==> src/rtl/isms_pkg.sv <==
// Shared constants, control structs and status structs for the interval scheduler.
package isms_pkg;

  localparam int MAX_MEETINGS_DEF = 64;
  localparam int TIME_BITS_DEF    = 16;
  localparam int COUNT_W          = 7;
  localparam int QUEUE_DEPTH      = 4;

  // per-transaction control, decided by the front end
  typedef struct packed {
    logic keep;   // interval is written to the store
    logic last;   // closes the set
    logic ovf;    // some interval of this set was dropped (valid with last)
  } isms_ctl_t;

  localparam int CTL_W = $bits(isms_ctl_t);

  typedef struct packed {
    logic set_empty;  // no interval held for the open set
  } isms_fstat_t;

  typedef struct packed {
    logic scanning;   // greedy passes in progress
    logic done;       // count final, waiting for the output register
  } isms_bstat_t;

endpackage

==> src/rtl/isms_front.sv <==
// Front end: accepts intervals, assigns store slots, flags drops past capacity.
module isms_front #(
  parameter int MAX_MEETINGS = isms_pkg::MAX_MEETINGS_DEF,
  parameter int TIME_BITS    = isms_pkg::TIME_BITS_DEF,
  localparam int IdxW = (MAX_MEETINGS > 1) ? $clog2(MAX_MEETINGS) : 1,
  localparam int CntW = $clog2(MAX_MEETINGS + 1)
) (
  input  logic                   clk,
  input  logic                   rst_n,
  input  logic                   in_valid,
  output logic                   in_ready,
  input  logic [TIME_BITS-1:0]   in_start_time,
  input  logic [TIME_BITS-1:0]   in_end_time,
  input  logic                   in_last_meeting,
  output logic                   q_push,
  input  logic                   q_space,
  output isms_pkg::isms_ctl_t    q_ctl,
  output logic [TIME_BITS-1:0]   q_start,
  output logic [TIME_BITS-1:0]   q_end,
  output logic [IdxW-1:0]        q_addr,
  output logic [CntW-1:0]        q_cnt,
  output isms_pkg::isms_fstat_t  fstat
);

  logic [CntW-1:0] fill_r, fill_nxt;
  logic            ovf_r, ovf_nxt;
  logic            keep;

  assign keep     = (fill_r < CntW'(MAX_MEETINGS));
  assign in_ready = q_space;
  assign q_push   = in_valid & q_space;

  assign q_ctl.keep = keep;
  assign q_ctl.last = in_last_meeting;
  assign q_ctl.ovf  = ovf_r | ~keep;
  assign q_start    = in_start_time;
  assign q_end      = in_end_time;
  assign q_addr     = fill_r[IdxW-1:0];
  assign q_cnt      = keep ? fill_r + CntW'(1) : fill_r;

  assign fstat.set_empty = (fill_r == '0) && !ovf_r;

  always_comb begin
    fill_nxt = fill_r;
    ovf_nxt  = ovf_r;
    if (q_push) begin
      if (in_last_meeting) begin
        fill_nxt = '0;
        ovf_nxt  = 1'b0;
      end else begin
        fill_nxt = q_cnt;
        ovf_nxt  = q_ctl.ovf;
      end
    end
  end

  always_ff @(posedge clk) begin
    if (!rst_n) begin
      fill_r <= '0;
      ovf_r  <= 1'b0;
    end else begin
      fill_r <= fill_nxt;
      ovf_r  <= ovf_nxt;
    end
  end

endmodule

==> src/rtl/isms_queue.sv <==
// Short register FIFO between the front end and the scan engine.
module isms_queue #(
  parameter int W = 8
) (
  input  logic         clk,
  input  logic         rst_n,
  input  logic         push,
  input  logic [W-1:0] push_data,
  output logic         space,
  output logic         head_valid,
  input  logic         pop,
  output logic [W-1:0] head_data
);

  localparam int Depth = isms_pkg::QUEUE_DEPTH;
  localparam int PtrW  = (Depth > 1) ? $clog2(Depth) : 1;
  localparam int OccW  = $clog2(Depth + 1);

  logic [W-1:0]    entry_r [Depth];
  logic [PtrW-1:0] wr_ptr_r, wr_ptr_nxt;
  logic [PtrW-1:0] rd_ptr_r, rd_ptr_nxt;
  logic [OccW-1:0] occ_r, occ_nxt;
  logic            do_push, do_pop;

  assign space      = (occ_r != OccW'(Depth));
  assign head_valid = (occ_r != '0);
  assign head_data  = entry_r[rd_ptr_r];
  assign do_push    = push & space;
  assign do_pop     = pop & head_valid;

  always_comb begin
    wr_ptr_nxt = wr_ptr_r;
    rd_ptr_nxt = rd_ptr_r;
    occ_nxt    = occ_r;
    if (do_push) begin
      wr_ptr_nxt = (wr_ptr_r == PtrW'(Depth - 1)) ? '0 : wr_ptr_r + PtrW'(1);
    end
    if (do_pop) begin
      rd_ptr_nxt = (rd_ptr_r == PtrW'(Depth - 1)) ? '0 : rd_ptr_r + PtrW'(1);
    end
    if (do_push && !do_pop) begin
      occ_nxt = occ_r + OccW'(1);
    end else if (do_pop && !do_push) begin
      occ_nxt = occ_r - OccW'(1);
    end
  end

  always_ff @(posedge clk) begin
    if (!rst_n) begin
      wr_ptr_r <= '0;
      rd_ptr_r <= '0;
      occ_r    <= '0;
    end else begin
      wr_ptr_r <= wr_ptr_nxt;
      rd_ptr_r <= rd_ptr_nxt;
      occ_r    <= occ_nxt;
    end
  end

  always_ff @(posedge clk) begin
    if (do_push) begin
      entry_r[wr_ptr_r] <= push_data;
    end
  end

endmodule

==> src/rtl/isms_back.sv <==
// Scan engine: interval store, repeated earliest-finish search passes, result register.
module isms_back #(
  parameter int MAX_MEETINGS = isms_pkg::MAX_MEETINGS_DEF,
  parameter int TIME_BITS    = isms_pkg::TIME_BITS_DEF,
  localparam int IdxW = (MAX_MEETINGS > 1) ? $clog2(MAX_MEETINGS) : 1,
  localparam int CntW = $clog2(MAX_MEETINGS + 1)
) (
  input  logic                          clk,
  input  logic                          rst_n,
  input  logic                          q_valid,
  output logic                          q_ready,
  input  isms_pkg::isms_ctl_t           q_ctl,
  input  logic [TIME_BITS-1:0]          q_start,
  input  logic [TIME_BITS-1:0]          q_end,
  input  logic [IdxW-1:0]               q_addr,
  input  logic [CntW-1:0]               q_cnt,
  output logic                          out_valid,
  input  logic                          out_ready,
  output logic [isms_pkg::COUNT_W-1:0]  out_meeting_count,
  output logic                          out_overflow,
  output isms_pkg::isms_bstat_t         bstat
);

  localparam int KeyW = 2 * TIME_BITS + IdxW;
  localparam int MemW = 2 * TIME_BITS;

  localparam logic [1:0] S_IDLE = 2'd0;
  localparam logic [1:0] S_SCAN = 2'd1;
  localparam logic [1:0] S_DONE = 2'd2;

  logic [MemW-1:0] mem [MAX_MEETINGS];
  logic [MemW-1:0] rd_data_r;

  logic [1:0]      state_r, state_nxt;
  logic [CntW-1:0] n_r, n_nxt;
  logic [CntW-1:0] rd_idx_r, rd_idx_nxt;
  logic            rd_vld_r, rd_vld_nxt;
  logic [IdxW-1:0] rd_tag_r, rd_tag_nxt;
  logic            any_r, any_nxt;
  logic            found_r, found_nxt;
  logic [KeyW-1:0] cur_key_r, cur_key_nxt;
  logic [KeyW-1:0] best_key_r, best_key_nxt;
  logic [CntW-1:0] count_r, count_nxt;
  logic            ovf_r, ovf_nxt;
  logic            out_valid_r, out_valid_nxt;
  logic [isms_pkg::COUNT_W-1:0] out_count_r, out_count_nxt;
  logic            out_ovf_r, out_ovf_nxt;

  logic                 pop, wr_en, issue, pass_end, elig, better, fnd;
  logic [TIME_BITS-1:0] d_start, d_end, bound;
  logic [KeyW-1:0]      cand_key, bk;
  logic [CntW-1:0]      last_idx;

  assign q_ready = (state_r == S_IDLE);
  assign pop     = q_valid & q_ready;
  assign wr_en   = pop & q_ctl.keep;
  assign issue   = (state_r == S_SCAN) && (rd_idx_r < n_r);

  assign d_start  = rd_data_r[MemW-1:TIME_BITS];
  assign d_end    = rd_data_r[TIME_BITS-1:0];
  // key orders by end, then start, then slot; the slot breaks exact duplicates
  assign cand_key = {d_end, d_start, rd_tag_r};
  assign bound    = cur_key_r[KeyW-1:KeyW-TIME_BITS];
  assign last_idx = n_r - CntW'(1);
  assign pass_end = rd_vld_r && (rd_tag_r == last_idx[IdxW-1:0]);

  // first pass takes the smallest key; later passes the smallest key after
  // the last one taken whose start clears the bound
  assign elig   = rd_vld_r && (!any_r || ((cand_key > cur_key_r) && (d_start >= bound)));
  assign better = elig && (!found_r || (cand_key < best_key_r));
  assign fnd    = found_r | better;
  assign bk     = better ? cand_key : best_key_r;

  assign out_valid         = out_valid_r;
  assign out_meeting_count = out_count_r;
  assign out_overflow      = out_ovf_r;
  assign bstat.scanning    = (state_r == S_SCAN);
  assign bstat.done        = (state_r == S_DONE);

  always_comb begin
    state_nxt     = state_r;
    n_nxt         = n_r;
    rd_idx_nxt    = rd_idx_r;
    rd_vld_nxt    = issue;
    rd_tag_nxt    = rd_idx_r[IdxW-1:0];
    any_nxt       = any_r;
    found_nxt     = found_r;
    cur_key_nxt   = cur_key_r;
    best_key_nxt  = best_key_r;
    count_nxt     = count_r;
    ovf_nxt       = ovf_r;
    out_valid_nxt = out_valid_r;
    out_count_nxt = out_count_r;
    out_ovf_nxt   = out_ovf_r;

    if (out_valid_r && out_ready) begin
      out_valid_nxt = 1'b0;
    end

    unique case (state_r)
      S_IDLE: begin
        if (pop && q_ctl.last) begin
          state_nxt  = S_SCAN;
          n_nxt      = q_cnt;
          ovf_nxt    = q_ctl.ovf;
          count_nxt  = '0;
          any_nxt    = 1'b0;
          found_nxt  = 1'b0;
          rd_idx_nxt = '0;
        end
      end
      S_SCAN: begin
        if (issue) begin
          rd_idx_nxt = rd_idx_r + CntW'(1);
        end
        found_nxt    = fnd;
        best_key_nxt = bk;
        if (pass_end) begin
          if (fnd) begin
            count_nxt   = count_r + CntW'(1);
            any_nxt     = 1'b1;
            cur_key_nxt = bk;
            found_nxt   = 1'b0;
            rd_idx_nxt  = '0;
          end else begin
            state_nxt = S_DONE;
          end
        end
      end
      S_DONE: begin
        if (!out_valid_r || out_ready) begin
          out_valid_nxt = 1'b1;
          out_count_nxt = isms_pkg::COUNT_W'(count_r);
          out_ovf_nxt   = ovf_r;
          state_nxt     = S_IDLE;
        end
      end
      default: begin
        state_nxt = S_IDLE;
      end
    endcase
  end

  always_ff @(posedge clk) begin
    if (!rst_n) begin
      state_r     <= S_IDLE;
      rd_vld_r    <= 1'b0;
      any_r       <= 1'b0;
      found_r     <= 1'b0;
      out_valid_r <= 1'b0;
    end else begin
      state_r     <= state_nxt;
      rd_vld_r    <= rd_vld_nxt;
      any_r       <= any_nxt;
      found_r     <= found_nxt;
      out_valid_r <= out_valid_nxt;
    end
  end

  always_ff @(posedge clk) begin
    n_r        <= n_nxt;
    rd_idx_r   <= rd_idx_nxt;
    rd_tag_r   <= rd_tag_nxt;
    cur_key_r  <= cur_key_nxt;
    best_key_r <= best_key_nxt;
    count_r    <= count_nxt;
    ovf_r      <= ovf_nxt;
    out_count_r <= out_count_nxt;
    out_ovf_r   <= out_ovf_nxt;
  end

  // interval store: one write port from the queue, one registered read port for the scan
  always_ff @(posedge clk) begin
    if (wr_en) begin
      mem[q_addr] <= {q_start, q_end};
    end
    rd_data_r <= mem[rd_idx_r[IdxW-1:0]];
  end

endmodule

==> src/rtl/interval_scheduling_max_count.sv <==
// Top level of the interval scheduler: maximum count of non-overlapping intervals.
//
// Usage: intervals arrive on the in_ channel (valid/ready), one start/end pair
// per transaction; in_last_meeting closes the set. One out_ transaction then
// carries the greedy earliest-finish count and a flag telling whether any
// interval of the set was dropped because MAX_MEETINGS were already held.
// Loading: one interval per cycle into a 4-entry queue while it has space;
// the scan engine drains it into the interval store at one entry per cycle while idle.
// Scan: after the closing transaction the engine makes one pass over the n
// stored intervals per interval taken, plus one final pass that finds none.
// Each pass makes one registered store read per entry. The front end keeps
// taking intervals of the next set into the queue while a scan runs.
// Back pressure: a finished count waits in the output register until out_ready
// takes it; the engine stalls the queue only while a newer count waits for that
// register, and the front end stalls in_ready only when the queue is full.
// Reset (rst_n low, synchronous): queue, fill count, drop flag and output
// valid clear; the store contents are not cleared and need no sweep.
module interval_scheduling_max_count #(
  parameter int MAX_MEETINGS = isms_pkg::MAX_MEETINGS_DEF,
  parameter int TIME_BITS    = isms_pkg::TIME_BITS_DEF
) (
  input  logic                          clk,
  input  logic                          rst_n,
  input  logic                          in_valid,
  output logic                          in_ready,
  input  logic [TIME_BITS-1:0]          in_start_time,
  input  logic [TIME_BITS-1:0]          in_end_time,
  input  logic                          in_last_meeting,
  output logic                          out_valid,
  input  logic                          out_ready,
  output logic [isms_pkg::COUNT_W-1:0]  out_meeting_count,
  output logic                          out_overflow
);

  localparam int IdxW = (MAX_MEETINGS > 1) ? $clog2(MAX_MEETINGS) : 1;
  localparam int CntW = $clog2(MAX_MEETINGS + 1);
  localparam int QW   = isms_pkg::CTL_W + 2 * TIME_BITS + IdxW + CntW;

  // front end -> queue
  logic                  f_push, q_space;
  isms_pkg::isms_ctl_t   f_ctl;
  logic [TIME_BITS-1:0]  f_start, f_end;
  logic [IdxW-1:0]       f_addr;
  logic [CntW-1:0]       f_cnt;
  isms_pkg::isms_fstat_t fstat;

  // queue -> scan engine
  logic                  q_valid, b_ready, q_pop;
  logic [QW-1:0]         q_in, q_out;
  isms_pkg::isms_ctl_t   b_ctl;
  logic [TIME_BITS-1:0]  b_start, b_end;
  logic [IdxW-1:0]       b_addr;
  logic [CntW-1:0]       b_cnt;
  isms_pkg::isms_bstat_t bstat;

  isms_front #(
    .MAX_MEETINGS (MAX_MEETINGS),
    .TIME_BITS    (TIME_BITS)
  ) u_front (
    .clk             (clk),
    .rst_n           (rst_n),
    .in_valid        (in_valid),
    .in_ready        (in_ready),
    .in_start_time   (in_start_time),
    .in_end_time     (in_end_time),
    .in_last_meeting (in_last_meeting),
    .q_push          (f_push),
    .q_space         (q_space),
    .q_ctl           (f_ctl),
    .q_start         (f_start),
    .q_end           (f_end),
    .q_addr          (f_addr),
    .q_cnt           (f_cnt),
    .fstat           (fstat)
  );

  assign q_in = {f_ctl, f_start, f_end, f_addr, f_cnt};

  isms_queue #(
    .W (QW)
  ) u_queue (
    .clk        (clk),
    .rst_n      (rst_n),
    .push       (f_push),
    .push_data  (q_in),
    .space      (q_space),
    .head_valid (q_valid),
    .pop        (q_pop),
    .head_data  (q_out)
  );

  assign {b_ctl, b_start, b_end, b_addr, b_cnt} = q_out;
  assign q_pop = q_valid & b_ready;

  isms_back #(
    .MAX_MEETINGS (MAX_MEETINGS),
    .TIME_BITS    (TIME_BITS)
  ) u_back (
    .clk               (clk),
    .rst_n             (rst_n),
    .q_valid           (q_valid),
    .q_ready           (b_ready),
    .q_ctl             (b_ctl),
    .q_start           (b_start),
    .q_end             (b_end),
    .q_addr            (b_addr),
    .q_cnt             (b_cnt),
    .out_valid         (out_valid),
    .out_ready         (out_ready),
    .out_meeting_count (out_meeting_count),
    .out_overflow      (out_overflow),
    .bstat             (bstat)
  );

  // closing a set leaves the front end with an empty fill count and no drop flag
  a_set_closes: assert property (@(posedge clk) disable iff (!rst_n)
    (in_valid && in_ready && in_last_meeting) |=> fstat.set_empty)
    else $error("front end did not reopen after the closing transaction");

  // the store must not change under a running scan
  a_no_pop_in_scan: assert property (@(posedge clk) disable iff (!rst_n)
    bstat.scanning |-> !q_pop)
    else $error("queue drained while scan passes run");

  // a result only appears once the scan has finished
  a_result_after_scan: assert property (@(posedge clk) disable iff (!rst_n)
    $rose(out_valid) |-> $past(bstat.done))
    else $error("result raised without a finished scan");

endmodule

==> config.mk <==
export PLATFORM = sky130hd
export DESIGN_NAME = interval_scheduling_max_count
export DESIGN_NICKNAME = d
export VERILOG_FILES = /design/src/rtl/isms_pkg.sv /design/src/rtl/isms_front.sv /design/src/rtl/isms_queue.sv /design/src/rtl/isms_back.sv /design/src/rtl/interval_scheduling_max_count.sv
export SDC_FILE = /design/constraint.sdc
export NUM_CORES = 2
export LEC_CHECK = 0
export CORE_UTILIZATION = 35
export CTS_CLUSTER_DIAMETER = 150
export DETAILED_ROUTE_END_ITERATION = 6
export DONT_BUFFER_PORTS = 1
export GPL_ROUTABILITY_DRIVEN = 0
export GPL_TIMING_DRIVEN = 0
export SLEW_MARGIN = 20
export SYNTH_ARGS = -nofsm -noshare
export SYNTH_HDL_FRONTEND = slang
export SYNTH_SLANG_ARGS = --single-unit
==> constraint.sdc <==
create_clock -name clk -period 5.8 [get_ports clk]
set_input_delay 0.29 -clock clk [delete_from_list [all_inputs] [get_ports clk]]
set_output_delay 0.29 -clock clk [all_outputs]
set_load 0.02 [all_outputs]
==> impl_metrics.tcl <==
set metrics [dict create \
    status "finished clean" \
    grt_max_degree 65 \
    via_count 43000 \
    min_period_ns 4.52 \
    critPathMaxFanout 18 \
    fin_skew_ns 0.0644 \
    die_w_um 518 \
    yosysTopAreaCell "edfxtp_1" \
    crit_type "flip-flop to flip-flop" \
    crit_arrival_ns 5.07 \
    synth.distinct_cells 56 \
    synth_seq_cells 2407 \
    drt_first_iter_violations 4969 \
    clk_latency_ns 0.87 \
    ant_nets 0 \
    cp_data_required_time_ns 6.35 \
    grt_pass1_wl_um 334000 \
    core_area_um2 263000 \
    period_share_pct 78.0 \
    finalPower_uw 56400 \
    worst_pin_slew_ns 1.12 \
    drt-pass1-iter-count 5 \
    yosys_warnings 0 \
    synthCells 3943 \
    pre_cts_slack_ns 1.30 \
    crit_chain "nor3_1 -> or3_1 -> clkbuf_1 -> nor2b_1 -> clkbuf_1 -> nand4_1 -> nor2_4 -> buf_12" \
    yosys-top-cells-area "edfxtp_1 (76%), mux4_2 (17%), ha_1 (1.4%)" \
    cts_max_level 4 \
    maxCapViolations 0 \
    rsz0062_at_grt "false" \
    cts_resized 0 \
    hold_class "input port to flip-flop" \
    syn_to_final_growth_pct 16.6 \
    power_density_nw_per_um2 520 \
    slew_viol_final 0 \
    start_kind "flip-flop" \
    ios 47 \
    grt_pass1_vias 44100 \
    dp_hpwl_um 158000 \
    leakagePower_uw 0.0336 \
    clockRootBuffer "clkbuf_16" \
    worst_slew_margin_rel_pct 25.3 \
    ys.flop_type "edfxtp_1" \
    ir_drop_v 0.000537 \
    drive_gt1_share_pct 29.4 \
    routedWlPerCell_um 29.5 \
    synth_nets 4088 \
    synth.cell_area_um2 93000 \
    cpMaxStageDelayCell "nor2_4" \
    synth_top_area_share_pct 75.7 \
    rows 188 \
    path_delay_family "simple AND/OR/NAND/NOR gates" \
    clock.fmax_mhz 221 \
    port_buffers 0 \
    cts.sinks 2407 \
    cts_max_path_buffers 3 \
    via_per_inst 5.35 \
    crit_buf_inv 3 \
    cp_slowest_stage_delay_ns 0.92 \
    chipHeight_um 518 \
    cts-buffers-inserted 231 \
    hold_viol_final 0 \
    antenna_found_initial 30 \
    end_kind "flip-flop" \
    die_area_um2 268000 \
    fin_nets 4466 \
    drc 0 \
    drt_wl_total_um 237000 \
    grt_util_all_layers_pct 17.6 \
    path_clk_slew_ns 0.06 \
    crit_top_cell "clkbuf_1" \
    tritoncts "done" \
    ys_seq_area_share_pct 77.0 \
    synth_edf_count 2346 \
    initial_core_util_pct 35.3 \
    setup_violations 0 \
    setup_slack_ns 1.28 \
    async_reset_ff_share_pct 0 \
    gr-total-overflow 0 \
    synth_area_per_cell_um2 23.6 \
    fillers 22500 \
]
==> synth_stat cells, drive strengths merged (8+ instances only) <==
cell type,count
edfxtp,2346
mux4,720
clkbuf,112
nor2,112
ha,107
inv,95
buf,63
dfxtp,61
a21oi,42
nand2,40
mux2,38
nand3,28
o21ai,19
nand4,18
xnor2,15
nor2b,12
nor3,11
and3,10
nand2b,10
xor2,10
a21o,8
==> cell usage in the layout, fill, tap and decap left out, drive strengths merged, types with 5 or more instances in the layout <==
| master | Yosys | routed |
|---|---|---|
| diode | 0 | 11 |
| and2 | 5 | 5 |
| o21ai | 19 | 19 |
| nor2b | 12 | 12 |
| inv | 95 | 101 |
| nand3 | 28 | 28 |
| nand2 | 40 | 40 |
| dfxtp | 61 | 61 |
| bufinv | 0 | 20 |
| a21oi | 42 | 42 |
| xor2 | 10 | 10 |
| nor2 | 112 | 112 |
| nand4 | 18 | 18 |
| nand2b | 10 | 10 |
| a21o | 8 | 8 |
| clkinv | 2 | 106 |
| clkinvlp | 0 | 6 |
| a211oi | 7 | 7 |
| edfxtp | 2346 | 2346 |
| clkbuf | 112 | 409 |
| nor3 | 11 | 11 |
| or3 | 7 | 7 |
| and3 | 10 | 10 |
| xnor2 | 15 | 15 |
| dlygate4sd3 | 0 | 37 |
| ha | 107 | 107 |
| mux2 | 38 | 38 |
| buf | 63 | 167 |
| mux4 | 720 | 720 |
==> state kept, by name, summed over array words and instances, names as in the netlist, 2 cells and up, named ones only <==
name                      flops
u_back.best_key_r            38
u_back.count_r                7
u_back.cur_key_r             38
u_back.mem                 2048
u_back.n_r                    7
u_back.out_meeting_count      7
u_back.rd_data_r             32
u_back.rd_idx_r               7
u_back.rd_tag_r               6
u_back.state_r                2
u_front.fill_r                7
u_queue.entry_r             192
u_queue.occ_r                 3
u_queue.rd_ptr_r              2
u_queue.wr_ptr_r              2
==> metrics by stage <==
stage          hold WS (ns)  utilization (%)  area [um2]  TNS [ns]  instances
3_5_place_dp          0.389             38.2      101000         0       7565
5_1_grt               0.120             41.2      108000         0       8035
4_1_cts              0.0622             41.2      108000         0       8031
2_1_floorplan         0.375                -       93000         0       3943
3_3_place_gp          0.389             37.0       97400   -368.30       7458
6_report              0.125             41.2      108000         0       8043
==> area by class of cell <==
type / instances / area [um2] / area share, %
flip-flops and latches: 2407 / 71700 / 66.1
clock buffers: 293 / 6190 / 5.71
multi-input cells: 1264 / 20800 / 19.2
diodes: 11 / 27.5 / 0.0254
well taps: 3515 / 4400 / 4.05
repair buffers: 145 / 2940 / 2.71
clock inverters: 136 / 1280 / 1.18
inverters: 97 / 365 / 0.337
plain buffers: 175 / 790 / 0.728
==> repair_timing <==
| action | 4_1_cts | 5_1_grt |
|---|---|---|
| endpoints found under the hold margin | 250 | 0 |
| hold buffers | 37 | 0 |
| setup buffers | 0 | 0 |
==> cell families (layout without fill, tap and decap cells) <==
| logic type | after synthesis | after routing | share of synthesized area [%] |
|---|---|---|---|
| fa+ha+maj | 108 | 108 | 1.46 |
| flops | 2407 | 2407 | 77.0 |
| compound gates | 101 | 101 | 0.667 |
| simple gates | 268 | 268 | 1.37 |
| xor+xnor | 25 | 25 | 0.235 |
| buf+inv | 272 | 846 | 1.21 |
| other cells | 0 | 11 | 0 |
| mux | 762 | 762 | 18.0 |
==> per-layer routing <==
metal | track usage (%) | share of wire [%]
met5 | 0 | 0.024
met4 | 6.98 | 3.9
met3 | 4.31 | 8.7
met2 | 28.8 | 49
met1 | 22.5 | 38
==> report_power, final <==
part | internal [uW] | leakage [uW] | switching [uW]
Sequential | 22500 | 0.0217 | 491
Clock | 8420 | 0.00364 | 6420
Combinational | 6800 | 0.00831 | 11700
Total | 37700 | 0.0336 | 18600
==> worst reg2reg max path: cells and delay by family (launching register included) <==
family                 cells  cell delay (ns)
and+or+nand+nor            5             2.73
DFF                        1             0.43
buffers and inverters      3             1.01
==> final timing paths <==
path                            from                endpoint  slack (ns)  depth (start not counted)
setup / recovery    u_queue.occ_r[0]      u_back.mem[63][19]        1.28                          8
hold / removal        in_end_time[9]  u_queue.entry_r[1][22]        0.12                          1
setup reg to reg    u_queue.occ_r[0]      u_back.mem[63][19]        1.28                          8
hold reg to reg   u_back.rd_idx_r[4]      u_back.rd_tag_r[4]        0.42                          0
Note: power is estimated with default switching activity, not from simulation.
